<file path="config.mk">
export PLATFORM = sky130hd
export DESIGN_NAME = bwma_ram
export DESIGN_NICKNAME = d
export VERILOG_FILES = /design/src/hw/rtl/bwma_ram.sv
export SDC_FILE = /design/constraint.sdc
export NUM_CORES = 1
export LEC_CHECK = 0
export ABC_AREA = 1
export CAP_MARGIN = 20
export CORE_MARGIN = 5
export CORE_UTILIZATION = 55
export DETAILED_ROUTE_END_ITERATION = 8
export DONT_BUFFER_PORTS = 1
export PLACE_DENSITY = 0.7
export SLEW_MARGIN = 20
export SYNTH_ARGS = -nofsm -noshare
export SYNTH_HDL_FRONTEND = slang
export SYNTH_SLANG_ARGS = --single-unit
</file>
<file path="constraint.sdc">
create_clock -name clk -period 3 [get_ports clk]
set_input_delay 0.45 -clock clk [delete_from_list [all_inputs] [get_ports clk]]
set_output_delay 0.45 -clock clk [all_outputs]
set_load 0.05 [all_outputs]
</file>
<file path="src/hw/rtl/bwma_ram.sv">
// ---------------------------------------------------------------------------
// bwma_ram
// Generic single-port-write, single-port-read RAM with registered read.
// ---------------------------------------------------------------------------
`default_nettype none
module bwma_ram #(
	parameter int WIDTH = 8,
	parameter int DEPTH = 64,
	localparam int AW = (DEPTH > 1) ? $clog2(DEPTH) : 1
) (
	input  wire logic                   clk,
	input  wire logic                   we,
	input  wire logic [AW-1:0]          waddr,
	input  wire logic [WIDTH-1:0]       wdata,
	input  wire logic                   re,
	input  wire logic [AW-1:0]          raddr,
	output logic      [WIDTH-1:0]       rdata
);
	logic [WIDTH-1:0] mem [DEPTH];

	always_ff @(posedge clk) begin
		if (we) begin
			mem[waddr] <= wdata;
		end
		if (re) begin
			rdata <= mem[raddr];
		end
	end
endmodule
`default_nettype wire

</file>
==> out/results.tsv <==
metric	value	unit
grt_pass1_wl	80200	um
ys_ff_latch	520	
netlist_instances	1805	
clock_sinks	520	
fin_crit	1.78	ns
rows	72	
ir_worst_vdd	0.555	mV
hold_ws	0.112	ns
arrival	1.33	ns
antenna_found_initial	0	
place.gp.congestion	0.843	
wl_met3	5040	um
cts.clk_slew.worst_paths	0.06	ns
cellPowerDensity	642	mW/mm^2
cp_max_fo	1	
port_buffers	0	
ys_warn_count	0	
cap_violations	0	
postCtsResizedCells	0	
first_iter_violations	1733	
power_switching	0.00325	W
top_layer_used	met4	
hold_violations	0	
drive_gt1_frac	0.0825	
synthAdderAreaFrac	0	
endpoint_kind	output port	
track_usage	0.240	
viasPerCell	5.88	
worstMarginPinSlew	0.734	ns
pwr-share-seq	0.532	
cts_buffers	51	
wirelength	52600	um
wl_met2	25000	um
hold_class	input port to flop	
power_frac_comb	0.052	
fin_crit_sh	0.593	
fmax	562	MHz
io_pins	31	
drt-met1-wl	21400	um
h-tree-depth	2	
grt_start_max_net_pins	258	
fin_setup_tns	0	ns
drv_slew	0	
synth_compound_area_frac	0	
clock_latency	0.58	ns
wire_per_inst	22.1	um
overflow	0	
die_area	0.0430	mm^2
fin_nets	1849	
path_class	flop to output port	
sw_frac_of_total	0.213	
start_kind	flop	
dr.pass1.iters	6	
placed_cell_area	0.0219	mm^2
intPower	0.0120	W
drc	0	
hpwl	28700	um
clockRootBuffer	clkbuf_16	
setup_viol	0	
synth_cell_type_count	15	
fin_area	0.0238	mm^2
die_w	207	um
skew	0.0110	ns
clkPwrFrac	0.416	
postSynthAreaPerCell	11.9	um^2
crit_required	2.55	ns
start_util	0.556	
synth_top_family_by_area	simple AND/OR/NAND/NOR gates	
syn_nets	1828	
rsz0062_at_grt	no	
yosys-mux-area-fraction	0	
ys_seq_area_frac	0.729	
clk_path_buf_depth	3	
routed-via-count	14000	
power_leakage	8.57	nW
status	finished clean	
max-slew-margin-rel	0.509	
first_global_vias	13400	
cts_tree	done	
core	0.0386	mm^2
synth_area	0.0214	mm^2
n_antenna_cell	0	
die_h	207	um
final_util	0.616	
final_antenna_net_count	0	
synthSimpleGateAreaFrac	0.231	
area_delta_synth_final	10.9	%
synth_xor_area_frac	0	
state kept, by name, indices dropped and copies added, names as in the netlist:
name   count
rdata      8
mem      512
Yosys cell counts (all sizes together):
cell type / n / area share
nand2: 648 / 0.11
nand3: 439 / 0.10
nor4: 8 / 0.0023
buf: 98 / 0.035
edfxtp: 520 / 0.73
clkbuf: 15 / 0.0026
inv: 12 / 0.0023
nor2: 56 / 0.0098
nand4: 9 / 0.0026
placed cells by master (no fill, tap or decap), types with 2 or more instances in the layout:
master | netlist | layout
buf_12 | 0 | 5
buf_16 | 0 | 8
buf_4 | 14 | 67
bufinv_16 | 0 | 6
clkbuf_1 | 15 | 9
clkbuf_16 | 0 | 53
clkinv_1 | 0 | 14
clkinv_2 | 0 | 10
clkinvlp_4 | 0 | 2
edfxtp_1 | 520 | 520
inv_1 | 10 | 9
nand2_1 | 648 | 648
nand3_1 | 439 | 439
nand4_1 | 9 | 9
nor2_1 | 56 | 56
nor4_1 | 8 | 8
power by group through the flow:
stage                     clock network [W]  logic, W  registers, W
after floorplan                           0  0.000565       0.00826
after detailed placement                  0  0.000614       0.00827
after global routing                0.00672  0.000864       0.00812
final                               0.00635  0.000790       0.00812
after CTS                           0.00643  0.000787       0.00812
after global placement                    0  0.000605       0.00827
layer usage:
metal | global-route usage | vias up
li1 | - | 6394
met4 | 0.0632 | 0
met2 | 0.378 | 685
met5 | 0 | -
met3 | 0.0478 | 87
met1 | 0.349 | 6851
cell type report:
| class | instances | area, um^2 |
|---|---|---|
| clock buffers | 62 | 1360 |
| inverters | 12 | 52.6 |
| flip-flops and latches | 520 | 15600 |
| repair buffers | 81 | 833 |
| fillers | 3034 | 14800 |
| well taps | 518 | 648 |
| multi-input cells | 1160 | 4950 |
| clock inverters | 32 | 298 |
stage by stage:
step                instances  setup slack, ns  power, W
detailed placement       2282            0.806   0.00889
global placement         2282            0.866   0.00888
finish                   2385             1.22    0.0153
floorplan                1805            0.784   0.00882
CTS                      2385             1.19    0.0153
global route             2385             1.19    0.0157
timing repair:
| action | CTS | global route |
|---|---|---|
| buffers inserted | 0 | 0 |
| hold buffers | 9 | 0 |
| hold endpoints to repair | 520 | 0 |
final timing paths:
path / start / to / slack, ns / depth (start not counted)
max: rdata[4]$_DFFE_PP_ / rdata[4] / 1.22 / 0
min: raddr[5] / rdata[4]$_DFFE_PP_ / 0.11 / 2
max reg2reg: mem[63][2]$_DFFE_PP_ / rdata[2]$_DFFE_PP_ / 1.57 / 8
min reg2reg: mem[4][5]$_DFFE_PP_ / rdata[5]$_DFFE_PP_ / 0.92 / 8
cell families (layout without fill, tap and decap cells):
family / Yosys count / in the layout
buffers and inverters: 125 / 187
DFF: 520 / 520
and+or+nand+nor: 1160 / 1160
Power figures use the tool's default switching activity.
