**config.mk**
```make
export PLATFORM = sky130hd
export DESIGN_NAME = bwma_div
export DESIGN_NICKNAME = d
export VERILOG_FILES = /design/src/hw/rtl/bwma_pkg.sv /design/src/hw/rtl/bwma_div.sv
export SDC_FILE = /design/constraint.sdc
export NUM_CORES = 1
export LEC_CHECK = 0
export BUFFER_PORTS_ARGS = -buffer_cell sky130_fd_sc_hd__buf_4
export CAP_MARGIN = 20
export CORE_MARGIN = 1.5
export CORE_UTILIZATION = 61
export DETAILED_ROUTE_END_ITERATION = 12
export GPL_ROUTABILITY_DRIVEN = 1
export HOLD_SLACK_MARGIN = 0.12
export PLACE_DENSITY = 0.84
export RECOVER_POWER = 100
export SYNTH_ARGS = -nofsm -noshare
export SYNTH_HDL_FRONTEND = slang
export SYNTH_SLANG_ARGS = --single-unit
export TNS_END_PERCENT = 10
```
**constraint.sdc**
```tcl
create_clock -name clk -period 9.2 [get_ports clk]
set_input_delay 1.84 -clock clk [delete_from_list [all_inputs] [get_ports clk]]
set_output_delay 1.84 -clock clk [all_outputs]
set_load 0.05 [all_outputs]
```
**src/hw/rtl/bwma_pkg.sv**
```systemverilog
// ---------------------------------------------------------------------------
// bwma_pkg
// Types and constants shared by the binned weighted mean accumulator.
// ---------------------------------------------------------------------------
`default_nettype none
package bwma_pkg;

	localparam int BIN_DEPTH_DEF = 64;
	localparam int CFG_W        = 7;
	localparam logic [CFG_W-1:0] BINS_RESET = 7'd64;

	localparam logic [1:0] KIND_ADD    = 2'd0;
	localparam logic [1:0] KIND_NORM   = 2'd1;
	localparam logic [1:0] KIND_READ   = 2'd2;
	localparam logic [1:0] KIND_UNUSED = 2'd3;

	localparam logic [62:0] ONE_Q16 = 63'd65536;
	localparam logic [62:0] W_MAX   = {63{1'b1}};
	localparam int DIV_STEPS = 80;

	typedef struct packed {
		logic [1:0]         kind;
		logic [5:0]         bin_index;
		logic [30:0]        pair_weight;
		logic signed [31:0] parallel_sep;
		logic signed [31:0] perpendicular_sep;
		logic signed [31:0] redshift;
	} in_item_t;

	typedef struct packed {
		logic               index_ok;
		logic signed [63:0] pi_value;
		logic signed [63:0] sigma_value;
		logic signed [63:0] z_value;
		logic [62:0]        weight_value;
		logic [6:0]         zero_weight_bins;
	} out_item_t;

	typedef struct packed {
		logic signed [63:0] pi;
		logic signed [63:0] sigma;
		logic signed [63:0] z;
		logic [62:0]        w;
	} bin_rec_t;

	typedef enum logic [3:0] {
		ST_CLEAR,
		ST_IDLE,
		ST_ADD_MUL,
		ST_ADD_WR,
		ST_RD_OUT,
		ST_NRM_RD,
		ST_NRM_CHK,
		ST_NRM_DIV,
		ST_NRM_WR,
		ST_NRM_OUT
	} state_t;

	function automatic logic signed [63:0] sat_add64(logic signed [63:0] a,
			logic signed [63:0] b);
		logic signed [64:0] s;
		s = {a[63], a} + {b[63], b};
		if (s[64] != s[63]) begin
			sat_add64 = s[64] ? {1'b1, {63{1'b0}}} : {1'b0, {63{1'b1}}};
		end else begin
			sat_add64 = s[63:0];
		end
	endfunction

endpackage
`default_nettype wire

```
**src/hw/rtl/bwma_div.sv**
```systemverilog
// ---------------------------------------------------------------------------
// bwma_div
// Radix-2 restoring divider: trunc(s * 2^16 / w), saturated to 64 bits.
// ---------------------------------------------------------------------------
`default_nettype none
module bwma_div (
	input  wire logic               clk,
	input  wire logic               arst_n,
	input  wire logic               start,
	input  wire logic signed [63:0] dividend,
	input  wire logic [62:0]        divisor,
	output logic                    busy,
	output logic signed [63:0]      quotient
);
	logic        busy_q;
	logic [6:0]  cnt_q;
	logic        neg_q;
	logic [79:0] num_q;
	logic [62:0] rem_q;
	logic [79:0] quo_q;
	logic [62:0] div_q;

	logic [63:0] rem_sh;
	logic        ge;
	logic [63:0] limit;
	logic [63:0] qc;

	assign rem_sh = {rem_q, num_q[79]};
	assign ge     = rem_sh >= {1'b0, div_q};
	assign limit  = {neg_q, {63{~neg_q}}};
	assign qc     = (quo_q > {16'd0, limit}) ? limit : quo_q[63:0];
	assign quotient = neg_q ? -qc : qc;
	assign busy     = busy_q;

	always_ff @(posedge clk or negedge arst_n) begin
		if (!arst_n) begin
			busy_q <= 1'b0;
			cnt_q  <= '0;
		end else if (start) begin
			busy_q <= 1'b1;
			cnt_q  <= 7'(bwma_pkg::DIV_STEPS - 1);
		end else if (busy_q) begin
			if (cnt_q == '0) begin
				busy_q <= 1'b0;
			end
			cnt_q <= cnt_q - 7'd1;
		end
	end

	always_ff @(posedge clk) begin
		if (start) begin
			neg_q <= dividend[63];
			num_q <= {(dividend[63] ? -dividend : dividend), 16'd0};
			rem_q <= '0;
			quo_q <= '0;
			div_q <= divisor;
		end else if (busy_q) begin
			num_q <= {num_q[78:0], 1'b0};
			rem_q <= ge ? 63'(rem_sh - {1'b0, div_q}) : rem_sh[62:0];
			quo_q <= {quo_q[78:0], ge};
		end
	end
endmodule
`default_nettype wire

```
==> reports/results.ini, run 1 <==
[synth]
ys.flop_type = dfxtp_1
ys_ff_latch = 279
syn_area_mm2 = 0.0198
yosys.area_share.simple_pct = 19.1
synth_xor_area_share_pct = 5.47
synth_warnings = 0
synthAdderAreaFrac_pct = 8.36
synth_largest_area_cell = edfxtp_1
synth_cell_type_count = 75
synth.top_cell.area_share_pct = 19.4
synth_nets = 2609
synth.area.mux_share_pct = 6.56
async_flop_share_pct = 2.87
synth_cells = 2347
synth.avg_cell_area_um2 = 8.45
synth_top_family_by_area = compound AO/OA/AOI/OAI gates
synth_edf_count = 128
synth_compound_area_share_pct = 21.1
ys_top_cells_by_area = edfxtp_1 19%, dfxtp_1 14%, ha_1 8.3%
yosysSeqAreaShare_pct = 34.8

[clocking]
cts_tree = built
ctsLongestPathBuffers = 3
htreeDepth = 1
cts_root_buffer = clkbuf_16
ctsHoldBuffers = 0
clkTransAtPathRegs_ps = 60
clock_latency_ps = 590
post-cts-setup-buffers = 0
numCtsBuffers = 31
clock-sinks = 279
cts_resized = 0

[finish]
ff_latch_area_mm2 = 0.00691
finalInstanceArea_mm2 = 0.0222
antenna_cells = 0
final_cell_mix = 284 x nor2_1, 210 x a21oi_1, 177 x nand2_1
multiInputGateArea_mm2 = 0.0120
fin_nets = 2717
fin_util_pct = 69.9
drive_above_1_share_pct = 10.3
fillers = 2570
area_growth_pct = 12.0
layout_commonest_cell = nor2_1

[grt]
antenna_found_initial = 1
grt_pass1_wl_um = 91300
grt_start_max_net_pins = 96
grt.total_usage_pct = 33.5
grt_pass1_vias = 17785
grt-ovfl-total = 0

[floorplanning]
core_region_area_mm2 = 0.0318
fp.dieW_um = 183
dieArea_mm2 = 0.0336
start_util_pct = 62.4
die_h_um = 183
fp-row-count = 65
pin_count = 195

[sta]
maxSlewViolCount = 569
setup_ws_ps = 546
setup_viol_count_final = 0
tightest_slew_ps = 4070
skew_ps = 10.8
finalHoldViolCount = 0
worst_slew_margin_rel_pct = -171
fin_crit_ps = 8650
fmax_ghz = 0.116
final.period_utilization_pct = 94.1
rsz0062_at_grt = no
setup_tns_ps = 0
holdWs_ps = 500

[worst_setup_path]
path_buf_inv = 4
crit_fanout = 57
crit_slowest_cell = edfxtp_1
crit_path_cell_trace = inv_1 -> ha_1 -> and4_1 -> nand4_1 -> nor4_1 -> nand2_1 -> nor2b_1 -> o21a_1 -> nor2_4 -> clkbuf_2 -> a22oi_1 -> clkbuf_1 -> a211oi_1 -> mux2i_1 -> a311oi_1 -> clkbuf_2
crit_type = register to output pin
cp_data_arrival_time_ps = 6810
max_stage_delay_ps = 880
end_kind = output pin
crit_family = buffers and inverters
worstPathRequired_ps = 7360
critPathMostFrequentCell = clkbuf_2
critPathLaunchType = register

[placed_design]
dpl.hpwl_um = 40800
dp_worst_setup_slack_ps = 1760
gp_congestion = 1.03
placed_cell_area_mm2 = 0.0215
port_buffers = 194

[drt]
ant_nets = 0
vias = 18714
viasPerCell = 6.42
drt_iter0_drc = 1788
dr.pass1.iters = 6
routedWlPerCell_um = 19.7
drc_errors = 0
wl_um = 57400

[power_and_ir_drop]
vdd_ir_drop_max_uv = 236
powerDensity_mw_per_mm2 = 134
p_leak_nw = 10.1

[outcome]
status = finished with violations
violations = max-capacitance violations, max-slew violations

[worst_hold_path]
hold_path_class = register to register

[run]
drv_cap = 8

per-stage QoR:
step	power, mW	std cells
after global placement	1.79	2857
after detailed placement	1.80	2857
after floorplan	1.66	2347
after global routing	3.09	2915
after CTS	3.01	2915
final	2.99	2915
tightest hold or removal path, cell delays in order, from the launching register on:
cell and delay [ps]:
dfxtp_1 330, nand2_1 70, a21oi_1 50
layout make-up:
cell class,instances,share of cell area (%)
repair buffers,218,6.28
clock inverters,14,0.512
inverters,102,1.72
well taps,435,2.45
multi-input cells,1823,54.1
flip-flops and latches,279,31.1
clock buffers,44,3.89
Yosys cell counts (32+ instances only):
cell type and n:
dfxtp_1 143, o31ai_1 32, ha_1 131, inv_1 102
xnor2_1 38, xor2_1 86, nor2_1 285, nor3_1 60
edfxtp_1 128, a21oi_1 210, nand4_1 42, mux2i_1 112
clkbuf_1 123, a211oi_1 53, a21o_1 53, o21ai_0 110
nand2_1 177, or3_1 33
routing by layer:
layer  routed length, µm  track usage [%]  vias to the layer above
met5                  17                0                        -
met4                1940             11.7                        2
met3                4900             6.00                      144
met2               25900             54.3                      906
met1               24700             45.0                     8801
li1                    -                -                     8861
power by group:
part	internal [mW]	switching, mW	total, mW
registers	1.37	0.0224	1.39
clock network	0.683	0.523	1.21
logic	0.146	0.244	0.390
kinds of logic after synthesis:
kind of cell,count (synthesis)
compound gates,651
xor+xnor,124
fa+ha+maj,132
buf+inv,245
flops,279
mux,128
simple gates,788
flip-flops by register name, summed over array words and instances (netlist names):
register  cells
cnt_q         7
num_q        64
quo_q        80
neg_q         1
div_q        63
rem_q        63
busy          1
final timing paths:
path	slack [ps]	depth (start not counted)	startpoint	end
hold / removal	500	2	rem_q[1]	rem_q[1]
hold reg to reg	500	2	rem_q[1]	rem_q[1]
min in group asynchronous	1160	1	arst_n	busy
setup reg to reg	1350	15	num_q[79]	rem_q[53]
max in group asynchronous	7730	1	arst_n	cnt_q[6]
setup / recovery	550	16	neg_q	quotient[60]
Power figures use the tool's default switching activity.
==> run 2, diff against run 1 <==
Settings changed: ABC_AREA from default to 1.
==> reports/results.ini, run 2 <==
[finish]
fin_util_pct = 69.5  ; was 69.9%
antenna_cells = 0  ; unchanged
area_growth_pct = 12.1  ; was 12.0%
finalInstanceArea_mm2 = 0.0234  ; was 0.0222 mm²
fin_nets = 3466  ; was 2717
final_cell_mix = 756 x nand2_1, 412 x inv_1, 348 x nor2_1  ; was 284 x nor2_1, 210 x a21oi_1, 177 x nand2_1
drive_above_1_share_pct = 9.30  ; was 10.3%
largest-register = quo_q  ; unchanged
final_cells = 3675  ; was 2915
reg.largest.list = quo_q x80, num_q x64  ; unchanged
largest_reg_flops = 80  ; unchanged
multiInputGateArea_mm2 = 0.0119  ; was 0.0120 mm²
fillers = 2755  ; was 2570
layout_commonest_cell = nand2_1  ; was nor2_1
ff_latch_area_mm2 = 0.00691  ; unchanged

[worst_setup_path]
worstPathRequired_ps = 7360  ; about the same
critPathLaunchType = register  ; unchanged
max_stage_delay_ps = 650  ; was 880 ps
cp_data_arrival_time_ps = 6440  ; was 6810 ps
startpoint = neg_q  ; unchanged
rrSetupSlack_ps = 2270  ; was 1350 ps
crit_slowest_cell = buf_4  ; was edfxtp_1
crit_path_cell_trace = buf_4 -> clkinv_1 -> clkbuf_1 -> ha_1 -> nand2_1 -> nor2_1 -> nand2_1 -> nor2_1 -> nand3_1 -> nor2_2 -> nand4_1 -> nand3_4 -> buf_4 -> nand3_1 -> nor2_1 -> nand2_1 -> nor2_1 -> nand2_1 -> nand2_1 -> nand2_1 -> nand2_1 -> clkbuf_1  ; was inv_1 -> ha_1 -> and4_1 -> nand4_1 -> nor4_1 -> nand2_1 -> nor2b_1 -> o21a_1 -> nor2_4 -> clkbuf_2 -> a22oi_1 -> clkbuf_1 -> a211oi_1 -> mux2i_1 -> a311oi_1 -> clkbuf_2
r2r_start = num_q[79]  ; unchanged
critPathMostFrequentCell = nand2_1  ; was clkbuf_2
end_kind = output pin  ; unchanged
crit_type = register to output pin  ; unchanged
crit_fanout = 74  ; was 57

[synth]
async_flop_share_pct = 2.87  ; unchanged
ys_top_cells_by_area = edfxtp_1 18%, dfxtp_1 14%, nand2_1 14%  ; was edfxtp_1 19%, dfxtp_1 14%, ha_1 8.3%
synth_nets = 3321  ; was 2609
syn_area_mm2 = 0.0208  ; was 0.0198 mm²
synth_cells = 3059  ; was 2347
netlist_top_cells_count = 755 x nand2_1, 411 x inv_1, 345 x nor2_1  ; was 285 x nor2_1, 210 x a21oi_1, 177 x nand2_1
synth_cell_type_count = 60  ; was 75
synth_largest_area_cell = edfxtp_1  ; unchanged
yosys.area_share.simple_pct = 28.5  ; was 19.1%
synth_compound_area_share_pct = 16.4  ; was 21.1%
synth.avg_cell_area_um2 = 6.81  ; was 8.45 µm²
synthAdderAreaFrac_pct = 7.96  ; was 8.36%
synth_edf_count = 128  ; unchanged
ys.flop_type = dfxtp_1  ; unchanged
synth_warnings = 0  ; unchanged
synth.area.mux_share_pct = 0.0540  ; was 6.56%
synth_top_family_by_area = simple AND/OR/NAND/NOR gates  ; was compound AO/OA/AOI/OAI gates
yosysSeqAreaShare_pct = 33.1  ; was 34.8%
ys_ff_latch = 279  ; unchanged
synth_xor_area_share_pct = 4.03  ; was 5.47%
synth.top_cell.area_share_pct = 18.4  ; was 19.4%
synth.most_common_cell = nand2_1  ; was nor2_1

[drt]
dr.pass1.iters = 6  ; unchanged
vias = 21662  ; was 18714
viasPerCell = 5.89  ; was 6.42
wl_um = 65000  ; was 57400 µm
routedWlPerCell_um = 17.7  ; was 19.7 µm
drt_iter0_drc = 2175  ; was 1788
drc_errors = 0  ; unchanged
ant_nets = 0  ; unchanged

[placed_design]
place_inst = 3620  ; was 2857
gp_congestion = 1.01  ; was 1.03
placed_cell_area_mm2 = 0.0226  ; was 0.0215 mm²
dpl.hpwl_um = 48800  ; was 40800 µm
port_buffers = 194  ; unchanged

[floorplanning]
start_util_pct = 62.0  ; was 62.4%
core_region_area_mm2 = 0.0336  ; was 0.0318 mm²
fp.dieW_um = 188  ; was 183 µm
fp-row-count = 67  ; was 65
die_h_um = 188  ; was 183 µm
dieArea_mm2 = 0.0353  ; was 0.0336 mm²
pin_count = 195  ; unchanged

[power_and_ir_drop]
clockPowerShare_pct = 20.4  ; was 40.4%
p_leak_nw = 11.9  ; was 10.1 nW
power_switching_mw = 2.66  ; was 0.790 mW
p_comb_share_pct = 51.4  ; was 13.1%
power_mw = 5.86  ; was 2.99 mW
vdd_ir_drop_max_uv = 283  ; was 236 µV
power.share.sequential_pct = 28.2  ; was 46.6%
p_int_mw = 3.20  ; was 2.20 mW
p_sw_share_pct = 45.4  ; was 26.4%
powerDensity_mw_per_mm2 = 251  ; was 134 mW/mm²

[clocking]
clkTransAtPathRegs_ps = 60  ; about the same
htreeDepth = 1  ; unchanged
numCtsBuffers = 29  ; was 31
ctsHoldBuffers = 0  ; unchanged
cts_resized = 0  ; unchanged
cts_tree = built  ; unchanged
ctsLongestPathBuffers = 3  ; unchanged
post-cts-setup-buffers = 0  ; unchanged
clock_latency_ps = 570  ; was 590 ps
cts_root_buffer = clkbuf_16  ; unchanged
clock-sinks = 279  ; unchanged

[sta]
setup_tns_ps = 0  ; unchanged
final.period_utilization_pct = 90.0  ; was 94.1%
rsz0062_at_grt = no  ; unchanged
maxSlewViolCount = 603  ; was 569
finalHoldViolCount = 0  ; unchanged
skew_ps = 16.4  ; was 10.8 ps
worst_slew_margin_rel_pct = -197  ; was -171%
fmax_ghz = 0.121  ; was 0.116 GHz
setup_viol_count_final = 0  ; unchanged
fin_crit_ps = 8280  ; was 8650 ps
tightest_slew_ps = 4460  ; was 4070 ps

[grt]
grt_start_max_net_pins = 111  ; was 96
grt-ovfl-total = 0  ; unchanged
grt_pass1_vias = 20546  ; was 17785
grt_pass1_wl_um = 103000  ; was 91300 µm
grt.total_usage_pct = 35.9  ; was 33.5%
antenna_found_initial = 0  ; was 1

[run]
drv_cap = 9  ; was 8

[outcome]
violations = max-capacitance violations, max-slew violations  ; unchanged
status = finished with violations  ; unchanged

[worst_hold_path]
min_from = rem_q[35]  ; was rem_q[1]
hold_path_class = register to register  ; unchanged

==> run 2: changes by cell type after synthesis, sizes merged, moves of 62 or more <==
cell    change
o21ai     +135
nor2       +87
clkbuf     -62
nand3     +135
inv       +325
mux2i     -112
nand2     +597
o22ai      +79
==> run 2: cell families (layout without fill, tap and decap cells) <==
group,after synthesis,count (layout)
AND/OR/NAND/NOR,1413,1413
AO/OA/AOI/OAI,613,613
buffers and inverters,525,693
flip-flops,279,279
adder cells (fa/ha/maj),132,132
XOR/XNOR,96,96
multiplexers,1,1
==> run 2: power by group through the flow <==
stage | clock network [mW] | registers, mW | logic, mW
finish | 1.20 | 1.65 | 3.01
global route | 1.26 | 1.67 | 3.28
CTS | 1.21 | 1.64 | 2.95
detailed placement | 0 | 1.66 | 2.92
global placement | 0 | 1.65 | 2.84
floorplan | 0 | 1.63 | 2.16
==> run 2: stage by stage <==
stage	setup WS, ps	hold WS (ps)
2_1_floorplan	1460	446
3_3_place_gp	2450	457
3_5_place_dp	2310	460
4_1_cts	1680	473
5_1_grt	531	502
6_report	924	475
==> run 2: per-layer routing <==
metal  wire length, µm  track usage [%]  vias up
li1                  -                -    10411
met1             26900             47.1     9967
met2             30400             60.6     1082
met3              4690             3.41      202
met4              3030             15.1        0
met5                 0                0        -
==> run 2: final timing paths <==
| path | endpoint | cells past startpoint |
|---|---|---|
| setup / recovery | quotient[42] | 22 |
| max in group asynchronous | cnt_q[3] | 1 |
| min in group asynchronous | cnt_q[2] | 1 |
| setup reg to reg | rem_q[62] | 20 |
| hold reg to reg | rem_q[35] | 2 |
| hold / removal | rem_q[35] | 2 |
==> run 2: area by class of cell <==
type                       instances  area share [%]
sequential                       279            29.6
inverter                         430            6.91
tap                              448            2.40
clock buffer                      34            3.45
timing repair buffer             209            6.16
multi-input combinational       2255            50.8
clock inverter                    20           0.701
==> run 2: critical path, delay by kind of cell, from the launching register on <==
kind | cells | cell delay [ps]
and+or+nand+nor | 16 | 2720
DFF | 1 | 320
buffers and inverters | 5 | 2230
adders and majority gates | 1 | 530
